[src/rtl/core/hsvrgb_pkg.sv]
// Shared constants and types for the HSV to RGB converter.
// No dependencies; imported by every module of the converter.
`default_nettype none

package hsvrgb_pkg;

   localparam int COMPONENT_BITS_DEFAULT = 16;
   localparam int QUEUE_DEPTH_DEFAULT    = 4;

   localparam int SECTOR_BITS = 3;

   localparam logic [SECTOR_BITS-1:0] SECTOR_RED_YELLOW    = 3'd0;
   localparam logic [SECTOR_BITS-1:0] SECTOR_YELLOW_GREEN  = 3'd1;
   localparam logic [SECTOR_BITS-1:0] SECTOR_GREEN_CYAN    = 3'd2;
   localparam logic [SECTOR_BITS-1:0] SECTOR_CYAN_BLUE     = 3'd3;
   localparam logic [SECTOR_BITS-1:0] SECTOR_BLUE_MAGENTA  = 3'd4;
   localparam logic [SECTOR_BITS-1:0] SECTOR_MAGENTA_RED   = 3'd5;

   typedef struct packed {
      logic full;
      logic empty;
   } hsvrgb_queue_status_type;

endpackage

`default_nettype wire

[src/rtl/core/hsvrgb_front.sv]
// Front end: takes HSV transfers, splits hue into sector and fraction.
// Depends on hsvrgb_pkg; feeds hsvrgb_queue.
`default_nettype none

module hsvrgb_front #(
   parameter int COMPONENT_BITS = hsvrgb_pkg::COMPONENT_BITS_DEFAULT
) (
   input  wire logic                                  clock,
   input  wire logic                                  reset,
   input  wire logic                                  req_valid,
   output logic                                       req_stall,
   input  wire logic [COMPONENT_BITS-1:0]             req_hue,
   input  wire logic [COMPONENT_BITS-1:0]             req_saturation,
   input  wire logic [COMPONENT_BITS-1:0]             req_brightness,
   input  wire hsvrgb_pkg::hsvrgb_queue_status_type   queue_status,
   output logic                                       push,
   output logic [hsvrgb_pkg::SECTOR_BITS-1:0]         push_sector,
   output logic [COMPONENT_BITS-1:0]                  push_frac,
   output logic [COMPONENT_BITS-1:0]                  push_sat,
   output logic [COMPONENT_BITS-1:0]                  push_val
);
   import hsvrgb_pkg::*;

   localparam int W = COMPONENT_BITS;

   logic                   valid_ff, valid_in;
   logic [SECTOR_BITS-1:0] sector_ff;
   logic [W-1:0]           frac_ff, sat_ff, val_ff;
   logic [W+2:0]           hue6;
   logic                   take;

   assign push      = valid_ff && !queue_status.full;
   assign req_stall = valid_ff && queue_status.full;
   assign take      = req_valid && !req_stall;

   // hue * 6 as two shifted adds
   assign hue6 = {1'b0, req_hue, 2'b00} + {2'b00, req_hue, 1'b0};

   always_comb begin
      valid_in = valid_ff;
      if (push) begin
         valid_in = 1'b0;
      end
      if (take) begin
         valid_in = 1'b1;
      end
   end

   always_ff @(posedge clock) begin
      if (reset) begin
         valid_ff <= 1'b0;
      end else begin
         valid_ff <= valid_in;
      end
   end

   always_ff @(posedge clock) begin
      if (take) begin
         sector_ff <= hue6[W+2:W];
         frac_ff   <= hue6[W-1:0];
         sat_ff    <= req_saturation;
         val_ff    <= req_brightness;
      end
   end

   assign push_sector = sector_ff;
   assign push_frac   = frac_ff;
   assign push_sat    = sat_ff;
   assign push_val    = val_ff;

endmodule

`default_nettype wire

[src/rtl/core/hsvrgb_queue.sv]
// Short FIFO between front end and arithmetic back end.
// Depends on hsvrgb_pkg for the status struct.
`default_nettype none

module hsvrgb_queue #(
   parameter int DATA_BITS = 51,
   parameter int DEPTH     = hsvrgb_pkg::QUEUE_DEPTH_DEFAULT
) (
   input  wire logic                                clock,
   input  wire logic                                reset,
   input  wire logic                                push,
   input  wire logic [DATA_BITS-1:0]                push_data,
   input  wire logic                                pop,
   output logic [DATA_BITS-1:0]                     head_data,
   output hsvrgb_pkg::hsvrgb_queue_status_type      status
);
   import hsvrgb_pkg::*;

   localparam int PTR_BITS   = (DEPTH > 1) ? $clog2(DEPTH) : 1;
   localparam int COUNT_BITS = $clog2(DEPTH + 1);

   logic [DATA_BITS-1:0]  queue_ff [DEPTH];
   logic [PTR_BITS-1:0]   wr_ptr_ff, wr_ptr_in;
   logic [PTR_BITS-1:0]   rd_ptr_ff, rd_ptr_in;
   logic [COUNT_BITS-1:0] count_ff, count_in;

   function automatic logic [PTR_BITS-1:0] next_ptr(input logic [PTR_BITS-1:0] ptr);
      if (ptr == PTR_BITS'(DEPTH - 1)) begin
         return '0;
      end
      return ptr + PTR_BITS'(1);
   endfunction

   assign status.full  = (count_ff == COUNT_BITS'(DEPTH));
   assign status.empty = (count_ff == '0);
   assign head_data    = queue_ff[rd_ptr_ff];

   always_comb begin
      wr_ptr_in = wr_ptr_ff;
      rd_ptr_in = rd_ptr_ff;
      count_in  = count_ff;
      if (push) begin
         wr_ptr_in = next_ptr(wr_ptr_ff);
      end
      if (pop) begin
         rd_ptr_in = next_ptr(rd_ptr_ff);
      end
      if (push && !pop) begin
         count_in = count_ff + COUNT_BITS'(1);
      end else if (pop && !push) begin
         count_in = count_ff - COUNT_BITS'(1);
      end
   end

   always_ff @(posedge clock) begin
      if (reset) begin
         wr_ptr_ff <= '0;
         rd_ptr_ff <= '0;
         count_ff  <= '0;
      end else begin
         wr_ptr_ff <= wr_ptr_in;
         rd_ptr_ff <= rd_ptr_in;
         count_ff  <= count_in;
      end
   end

   always_ff @(posedge clock) begin
      if (push) begin
         queue_ff[wr_ptr_ff] <= push_data;
      end
   end

endmodule

`default_nettype wire

[src/rtl/core/hsvrgb_back.sv]
// Back end: p/q/t products, division by full scale, sector routing.
// Depends on hsvrgb_pkg; drains hsvrgb_queue and drives the rsp_ channel.
`default_nettype none

module hsvrgb_back #(
   parameter int COMPONENT_BITS = hsvrgb_pkg::COMPONENT_BITS_DEFAULT
) (
   input  wire logic                                  clock,
   input  wire logic                                  reset,
   input  wire hsvrgb_pkg::hsvrgb_queue_status_type   queue_status,
   output logic                                       pop,
   input  wire logic [hsvrgb_pkg::SECTOR_BITS-1:0]    head_sector,
   input  wire logic [COMPONENT_BITS-1:0]             head_frac,
   input  wire logic [COMPONENT_BITS-1:0]             head_sat,
   input  wire logic [COMPONENT_BITS-1:0]             head_val,
   output logic                                       rsp_valid,
   input  wire logic                                  rsp_stall,
   output logic [COMPONENT_BITS-1:0]                  rsp_red,
   output logic [COMPONENT_BITS-1:0]                  rsp_green,
   output logic [COMPONENT_BITS-1:0]                  rsp_blue
);
   import hsvrgb_pkg::*;

   localparam int W = COMPONENT_BITS;
   localparam logic [W-1:0] FULL = {W{1'b1}};
   localparam logic [W:0]   TURN = {1'b1, {W{1'b0}}};

   // x / (2^W - 1) for x <= (2^W - 1)^2: x = a*2^W + b gives a + ((a + b) >= M)
   function automatic logic [W-1:0] div_full(input logic [2*W-1:0] x);
      logic [W:0] sum;
      sum = {1'b0, x[2*W-1:W]} + {1'b0, x[W-1:0]};
      return x[2*W-1:W] + W'(sum >= {1'b0, FULL});
   endfunction

   logic                   advance;

   logic                   s1_valid_ff;
   logic [SECTOR_BITS-1:0] s1_sector_ff;
   logic [W-1:0]           s1_val_ff, s1_kq_ff, s1_kt_ff;
   logic [2*W-1:0]         s1_prod_p_ff;
   logic [2*W-1:0]         prod_kq;
   logic [2*W:0]           prod_kt;

   logic                   s2_valid_ff;
   logic [SECTOR_BITS-1:0] s2_sector_ff;
   logic [W-1:0]           s2_val_ff, s2_p_ff;
   logic [2*W-1:0]         s2_prod_q_ff, s2_prod_t_ff;

   logic                   out_valid_ff;
   logic [W-1:0]           red_ff, green_ff, blue_ff;
   logic [W-1:0]           red_in, green_in, blue_in;
   logic [W-1:0]           q_val, t_val;

   assign advance = !out_valid_ff || !rsp_stall;
   assign pop     = advance && !queue_status.empty;

   assign prod_kq = head_frac * head_sat;
   assign prod_kt = (TURN - {1'b0, head_frac}) * head_sat;

   always_ff @(posedge clock) begin
      if (reset) begin
         s1_valid_ff  <= 1'b0;
         s2_valid_ff  <= 1'b0;
         out_valid_ff <= 1'b0;
      end else if (advance) begin
         s1_valid_ff  <= pop;
         s2_valid_ff  <= s1_valid_ff;
         out_valid_ff <= s2_valid_ff;
      end
   end

   always_ff @(posedge clock) begin
      if (advance) begin
         s1_sector_ff <= head_sector;
         s1_val_ff    <= head_val;
         s1_prod_p_ff <= head_val * (FULL - head_sat);
         s1_kq_ff     <= prod_kq[2*W-1:W];
         s1_kt_ff     <= prod_kt[2*W-1:W];

         s2_sector_ff <= s1_sector_ff;
         s2_val_ff    <= s1_val_ff;
         s2_p_ff      <= div_full(s1_prod_p_ff);
         s2_prod_q_ff <= s1_val_ff * (FULL - s1_kq_ff);
         s2_prod_t_ff <= s1_val_ff * (FULL - s1_kt_ff);

         red_ff       <= red_in;
         green_ff     <= green_in;
         blue_ff      <= blue_in;
      end
   end

   assign q_val = div_full(s2_prod_q_ff);
   assign t_val = div_full(s2_prod_t_ff);

   always_comb begin
      unique case (s2_sector_ff)
         SECTOR_RED_YELLOW: begin
            red_in = s2_val_ff; green_in = t_val;     blue_in = s2_p_ff;
         end
         SECTOR_YELLOW_GREEN: begin
            red_in = q_val;     green_in = s2_val_ff; blue_in = s2_p_ff;
         end
         SECTOR_GREEN_CYAN: begin
            red_in = s2_p_ff;   green_in = s2_val_ff; blue_in = t_val;
         end
         SECTOR_CYAN_BLUE: begin
            red_in = s2_p_ff;   green_in = q_val;     blue_in = s2_val_ff;
         end
         SECTOR_BLUE_MAGENTA: begin
            red_in = t_val;     green_in = s2_p_ff;   blue_in = s2_val_ff;
         end
         default: begin
            red_in = s2_val_ff; green_in = s2_p_ff;   blue_in = q_val;
         end
      endcase
   end

   assign rsp_valid = out_valid_ff;
   assign rsp_red   = red_ff;
   assign rsp_green = green_ff;
   assign rsp_blue  = blue_ff;

endmodule

`default_nettype wire

[src/rtl/core/hsv_to_rgb_converter_core.sv]
// Channel  Ports                                       Direction
// req      req_valid req_stall req_hue/saturation/brightness  HSV in
// rsp      rsp_valid rsp_stall rsp_red/green/blue             RGB out
//
// One transfer per cycle on both sides while no stall holds the flow. A req transfer
// loads the front register, then the queue slot; two multiplier stages and the
// divide-by-full-scale output register follow; rsp_valid comes from that register.
// Reset clears valid flags and queue pointers; payload registers are not reset.
// rsp_stall freezes the back end while rsp_valid is high; the queue then fills to
// QUEUE_DEPTH items and req_stall rises once the front register also holds one.
// Top level: instantiates hsvrgb_front, hsvrgb_queue and hsvrgb_back; uses hsvrgb_pkg.
`default_nettype none

module hsv_to_rgb_converter_core #(
   parameter int COMPONENT_BITS = hsvrgb_pkg::COMPONENT_BITS_DEFAULT,
   parameter int QUEUE_DEPTH    = hsvrgb_pkg::QUEUE_DEPTH_DEFAULT
) (
   input  wire logic                      clock,
   input  wire logic                      reset,
   input  wire logic                      req_valid,
   output logic                           req_stall,
   input  wire logic [COMPONENT_BITS-1:0] req_hue,
   input  wire logic [COMPONENT_BITS-1:0] req_saturation,
   input  wire logic [COMPONENT_BITS-1:0] req_brightness,
   output logic                           rsp_valid,
   input  wire logic                      rsp_stall,
   output logic [COMPONENT_BITS-1:0]      rsp_red,
   output logic [COMPONENT_BITS-1:0]      rsp_green,
   output logic [COMPONENT_BITS-1:0]      rsp_blue
);
   import hsvrgb_pkg::*;

   localparam int W         = COMPONENT_BITS;
   localparam int DATA_BITS = SECTOR_BITS + 3 * W;

   hsvrgb_queue_status_type queue_status;
   logic                    push, pop;
   logic [SECTOR_BITS-1:0]  push_sector, head_sector;
   logic [W-1:0]            push_frac, push_sat, push_val;
   logic [W-1:0]            head_frac, head_sat, head_val;
   logic [DATA_BITS-1:0]    head_data;

   hsvrgb_front #(.COMPONENT_BITS(W)) u_front (
      .clock          (clock),
      .reset          (reset),
      .req_valid      (req_valid),
      .req_stall      (req_stall),
      .req_hue        (req_hue),
      .req_saturation (req_saturation),
      .req_brightness (req_brightness),
      .queue_status   (queue_status),
      .push           (push),
      .push_sector    (push_sector),
      .push_frac      (push_frac),
      .push_sat       (push_sat),
      .push_val       (push_val)
   );

   hsvrgb_queue #(.DATA_BITS(DATA_BITS), .DEPTH(QUEUE_DEPTH)) u_queue (
      .clock     (clock),
      .reset     (reset),
      .push      (push),
      .push_data ({push_sector, push_frac, push_sat, push_val}),
      .pop       (pop),
      .head_data (head_data),
      .status    (queue_status)
   );

   assign {head_sector, head_frac, head_sat, head_val} = head_data;

   hsvrgb_back #(.COMPONENT_BITS(W)) u_back (
      .clock        (clock),
      .reset        (reset),
      .queue_status (queue_status),
      .pop          (pop),
      .head_sector  (head_sector),
      .head_frac    (head_frac),
      .head_sat     (head_sat),
      .head_val     (head_val),
      .rsp_valid    (rsp_valid),
      .rsp_stall    (rsp_stall),
      .rsp_red      (rsp_red),
      .rsp_green    (rsp_green),
      .rsp_blue     (rsp_blue)
   );

endmodule

`default_nettype wire

[config.mk]
export PLATFORM = sky130hd
export DESIGN_NAME = hsv_to_rgb_converter_core
export DESIGN_NICKNAME = d
export VERILOG_FILES = /design/src/rtl/core/hsvrgb_pkg.sv /design/src/rtl/core/hsvrgb_front.sv /design/src/rtl/core/hsvrgb_queue.sv /design/src/rtl/core/hsvrgb_back.sv /design/src/rtl/core/hsv_to_rgb_converter_core.sv
export SDC_FILE = /design/constraint.sdc
export NUM_CORES = 2
export LEC_CHECK = 0
export BUFFER_PORTS_ARGS = -buffer_cell sky130_fd_sc_hd__buf_2
export CORE_UTILIZATION = 42
export CTS_BUF_LIST = sky130_fd_sc_hd__clkbuf_8 sky130_fd_sc_hd__clkbuf_16
export DETAILED_ROUTE_END_ITERATION = 7
export PLACE_DENSITY = 0.63
export SLEW_MARGIN = 20
export SYNTH_ARGS = -nofsm -noshare
export SYNTH_HDL_FRONTEND = slang
export SYNTH_SLANG_ARGS = --single-unit
[constraint.sdc]
create_clock -name clock -period 10.5 [get_ports clock]
set_input_delay 0 -clock clock [delete_from_list [all_inputs] [get_ports clock]]
set_output_delay 0 -clock clock [all_outputs]
set_load 0.1 [all_outputs]
== After elaboration in Yosys (flattened, before gate mapping) ==
Memories as Yosys holds them, arrays and structs flattened. A register that Yosys moved wholly into a read port is not among the register bits.
Index checks and enable logic that the tools add are counted.

* $add $sub $neg: 15
* Multipliers: 5
* Order comparisons: 3
* Equal/unequal tests: 7
* Mux-type cells: 19
* Reduce and logical (&&, ||, !) cells: 22

{| class="wikitable"
|+ Operators by type and width
! kind !! number
|-
| $pmux W16 S3 || 3
|-
| $mul A16 B32 Y32 || 3
|-
| $add A16 B16 Y17 || 3
|-
| $ge A17 B16 Y1 const B || 3
|-
| $sub A16 B16 Y17 const A || 3
|-
| $add A16 B1 Y16 || 3
|-
| $mul A33 B16 Y32 || 1
|-
| $mul A16 B16 Y32 || 1
|-
| $add A18 B17 Y19 || 1
|-
| $sub A17 B16 Y18 const A || 1
|-
| $mux W2 || 6
|-
| $mux W1 || 8
|-
| $reduce_or A2 Y1 || 4
|-
| $logic_not A1 Y1 || 7
|-
| $eq A3 B2 Y1 const B || 2
|-
| $eq A3 B3 Y1 const B || 2
|-
| $logic_and A1 B1 Y1 || 6
|-
| $logic_not A3 Y1 || 2
|-
| $mux W3 || 2
|-
| $add A2 B1 Y2 const B || 2
|-
| $eq A2 B2 Y1 const B || 2
|-
| $reduce_bool A2 Y1 || 2
|-
| $add A3 B1 Y3 const B || 1
|-
| $eq A3 B1 Y1 const B || 1
|-
| 2 further kinds || 2
|}

* Flip-flop bits (word level): 292
* Bits in writable memories: 204
* Input port bits: 52
* Memories: 1

{| class="wikitable"
|+ Memory list
! memory !! words !! width !! rd ports !! clocked after memory_dff !! write ports !! line !! RTL
|-
| u_queue.queue_ff || 4 || 51 || 1 || 1 || 1 || hsvrgb_queue.sv:22 || <nowiki>logic [DATA_BITS-1:0] queue_ff [DEPTH];</nowiki>
|}

== Depth between registers and ports, before layout ==
* Word-level depth: 7
* Depth in mapped cells: 32
* Mapped depth without buffers: 30

== Cells and area by module ==
Synthesis repeated with hierarchy kept, for this count alone.

* Cell total of the unflattened synthesis: 6344
* Area total of the unflattened synthesis: 65222.6 um^2

{| class="wikitable"
|+ Modules (own cells, without submodules)
! module !! times used !! cells an instance !! area an instance (um^2) !! seq. area each (um^2)
|-
| hsvrgb_back || 1 || 5894 || 55101.6 || 6966.7
|-
| hsvrgb_queue || 1 || 311 || 7858.8 || 6306.0
|-
| hsvrgb_front || 1 || 139 || 2262.2 || 1521.5
|}

== Worst setup path before layout ==
No wires, ideal clock.

* Path type: register to register
* Start point: register with a tool-made name
* End point: register u_back.s1_prod_p_ff[31], data pin
* Setup time: 0.265 ns
* Arrival: 8.207 ns
* Required time: 10.235 ns
* Path slack: 2.029 ns
* Cell stages (with the launch flop): 31
* Buffers on the path: 6
* Cell sequence: dfxtp_1 -> buf_6 -> buf_2 -> buf_2 -> buf_2 -> buf_1 -> clkbuf_1 -> mux2i_1 -> nand2_1 -> o21ai_1 -> clkinv_1 -> nand2_1 -> fa_1 -> inv_1 -> fa_1 -> fa_1 -> ha_1 -> fa_1 -> inv_1 -> fa_1 -> inv_1 -> ha_1 -> a211oi_1 -> o211ai_1 -> a41oi_1 -> o31ai_1 -> a211oi_1 -> o211ai_1 -> and3_1 -> a311oi_1 -> xnor2_1

{| class="wikitable"
|+ RTL lines
! item !! line !! RTL
|-
| to (signal assigned) || hsvrgb_back.sv:76 || <nowiki>s1_prod_p_ff <= head_val * (FULL - head_sat);</nowiki>
|-
| to (decl) || hsvrgb_back.sv:40 || <nowiki>logic [2*W-1:0] s1_prod_p_ff;</nowiki>
|}

==> impl_metrics.ini <==
[clock_tree]
cts_buffers = 52
cts.path.max_buffers = 3
cts_tree = yes
ctsResizeCount = 0
clk_pin_slew_ns = 0.06
ctsHoldBuffers = 64
clock-root-buffer = clkbuf_16
cts_setup_buffers = 0
htree_levels = 2
clock-sinks = 493
worstSkewPairLatency_ns = 0.65

[sta]
final-hold-violation-count = 0
fin_setup_tns_ns = 0
tightest_slew_ns = 1.104
rsz0062_at_grt = no
min_period_ns = 9.389
slew_viol_final = 0
period_share = 0.8941
setup_viol = 0
maxSlewHeadroom = 0.2585
max_freq_ghz = 0.1065
hold_slack_ns = 0.06532
skew_ns = 0.03525

[grt]
antenna_found_initial = 3
grt_usage = 0.2076
grt_max_degree = 189
grt.overflow.total = 0
grt_pass1_vias = 45924
grt_pass1_wl_mm = 249.5

[synth]
synth_top_family_by_area = adder cells
async_flop_share = 0
synth_seq_cells = 493
postSynthCellCount = 6196
syn_area_per_cell_sq_um = 10.12
netlist_top_cells_area = fa_1 (31%), edfxtp_1 (23%), ha_1 (12%)
yosysWarnings = 0
synth_top_area_cell = fa_1
muxShareOfSynthArea = 0.02566
yosys.area_share.adder = 0.4230
syn_nets = 7793
synth_top_cell_area_share = 0.3059
ys_seq_area_frac = 0.2340
synthFlopType = edfxtp_1
synth_simple_gate_area_frac = 0.1429
syn_area_sq_mm = 0.06270
synth-xor-area-share = 0.03017
synth_cell_types = 71
synth-edff-count = 480
synth_compound_area_frac = 0.05743

[die]
die_h_um = 388.4
core-area_sq_mm = 0.1480
dieWidth_um = 388.4
initial_utilization = 0.4236
die-area_sq_mm = 0.1508
row_count = 141
io_pins = 102

[worst_setup_path]
cp_common_cell = fa_1
cp_max_fo = 29
crit_type = reg2reg
end_kind = flop
worstPathArrival_ns = 9.76
start_kind = flop
slowest_stage = mux4_2
critPathRequiredTime_ns = 10.87
slowest_delay_ns = 0.72

[finish]
fillers = 13742
utilization = 0.4594
multiInputGateArea_sq_mm = 0.04266
area_growth_syn_to_layout_pct = 8.449
regArea_sq_mm = 0.01468
layout.nets = 7868
antennaDiodeCount = 0
drive_above_1_share = 0.06113

[route]
drt_first_pass_iters = 6
drt_wl_total_mm = 152.4
vias_per_cell = 5.186
dr_total_vias = 42755
route.detailed.drc = 0
drt_iter0_drc = 2586
antenna_left = 0
wl_per_cell_um = 18.49

[flow_run]
cap_viol_max_count = 0

[placement]
gp_congestion = 0.9131
numPortBuffers = 101
hpwl_mm = 116.9

[min_path]
hp-class = in2reg

[outcome]
status = finished, final reports clean
## Yosys cell counts, drive strengths merged (16+ instances only)
cell and instances:
nor3 41, edfxtp 480, buf 28, and3 30, nand2 607, o211ai 16, xor2 79, nand3 52
o21a 29, o21ai 124, nor2 308, nand2b 354, mux2i 55, a211oi 45, xnor2 137, mux4 27
o21bai 23, nand4 27, nor2b 212, ha 587, a31oi 25, inv 1202, clkbuf 210, mux2 40
and2 120, a21oi 160, fa 958, o31ai 16, a21o 70
## cells in the final DEF, fill, tap and decap left out, types with 8 or more instances in the layout
cell type | synthesis | final
nor2b_1 | 212 | 211
ha_1 | 587 | 587
inv_1 | 1200 | 1208
a21oi_1 | 160 | 160
o31ai_1 | 16 | 16
o21a_1 | 29 | 28
nand2b_1 | 354 | 354
or2_2 | 12 | 12
mux2i_1 | 55 | 55
nor4_1 | 10 | 10
xor2_1 | 79 | 79
buf_4 | 0 | 91
mux2_2 | 40 | 40
o21ai_1 | 14 | 11
a211oi_1 | 45 | 45
nor2_1 | 307 | 306
or3_1 | 12 | 12
a31oi_1 | 25 | 25
o21ai_0 | 110 | 103
nor3_1 | 40 | 40
a21o_1 | 70 | 70
clkbuf_16 | 0 | 52
buf_2 | 4 | 101
bufinv_16 | 0 | 9
nand4_1 | 27 | 27
mux4_2 | 27 | 27
dfxtp_1 | 13 | 11
xnor2_1 | 137 | 137
o21bai_1 | 23 | 23
a2111oi_0 | 8 | 8
nand2_1 | 607 | 606
o21ai_2 | 0 | 8
dlygate4sd3_1 | 0 | 64
fa_1 | 958 | 958
and2_1 | 120 | 116
o211ai_1 | 16 | 16
edfxtp_1 | 480 | 480
and3_1 | 30 | 30
clkinv_1 | 4 | 9
nand3_1 | 52 | 52
## area by class of cell
cell class / count / share of cell area
sequential: 493 / 0.2159
tap: 1930 / 0.03551
clock buffer: 52 / 0.01914
multi-input combinational: 4259 / 0.6274
clock inverter: 45 / 0.007563
inverter: 1206 / 0.06657
timing repair buffer: 259 / 0.02790
## kinds of logic after synthesis
kind of cell / count (synthesis)
simple gates: 1807
fa+ha+maj: 1545
buf+inv: 1444
mux: 122
xor+xnor: 216
flops: 493
compound gates: 569
## per-stage QoR
stage	std cells	setup slack [ns]	instance area (sq um)
final	8244	1.111	68000
after detailed placement	8082	1.047	65510
after CTS	8243	1.034	67970
after global placement	8082	1.098	65510
after floorplan	6196	2.029	62700
after global routing	8244	0.5764	68000
## critical path: cells and delay by family, from the launching register on
family,cells,cell delay [ns]
adders and majority gates,8,3.62
and+or+nand+nor,8,2.13
AOI/OAI and AO/OA,5,1.05
muxes,1,0.72
DFF,1,0.68
xor gates and xnor gates,2,0.48
buffers and inverters,4,0.46
## layer usage
| layer | track usage | vias to the layer above | routed length, um |
|---|---|---|---|
| met4 | 0.04872 | 2 | 3558 |
| met1 | 0.2885 | 21694 | 68560 |
| met3 | 0.02226 | 208 | 8369 |
| li1 | - | 19687 | - |
| met5 | 0 | - | 13 |
| met2 | 0.3479 | 1164 | 71910 |
## final timing paths
check | from | end | slack, ns | cells after the start
max | flop | u_back.s1_kt_ff[14] | 1.11 | 28
min reg2reg | u_back.s1_sector_ff[2] | u_back.s2_sector_ff[2] | 0.44 | 0
min | req_brightness[3] | u_front.push_val[3] | 0.07 | 2
max reg2reg | flop | u_back.s1_kt_ff[14] | 1.11 | 28
## registers in the layout (all words and copies together) (netlist names), 32 cells and up, named ones only
| register | count |
|---|---|
| u_back.s2_prod_q_ff | 32 |
| u_back.s2_prod_t_ff | 32 |
| u_back.s1_prod_p_ff | 32 |
| u_queue.queue_ff | 200 |
Power is left out: the tool's default activity adds up to more than one toggle a clock period on the data nets, which glitch-free logic cannot reach.
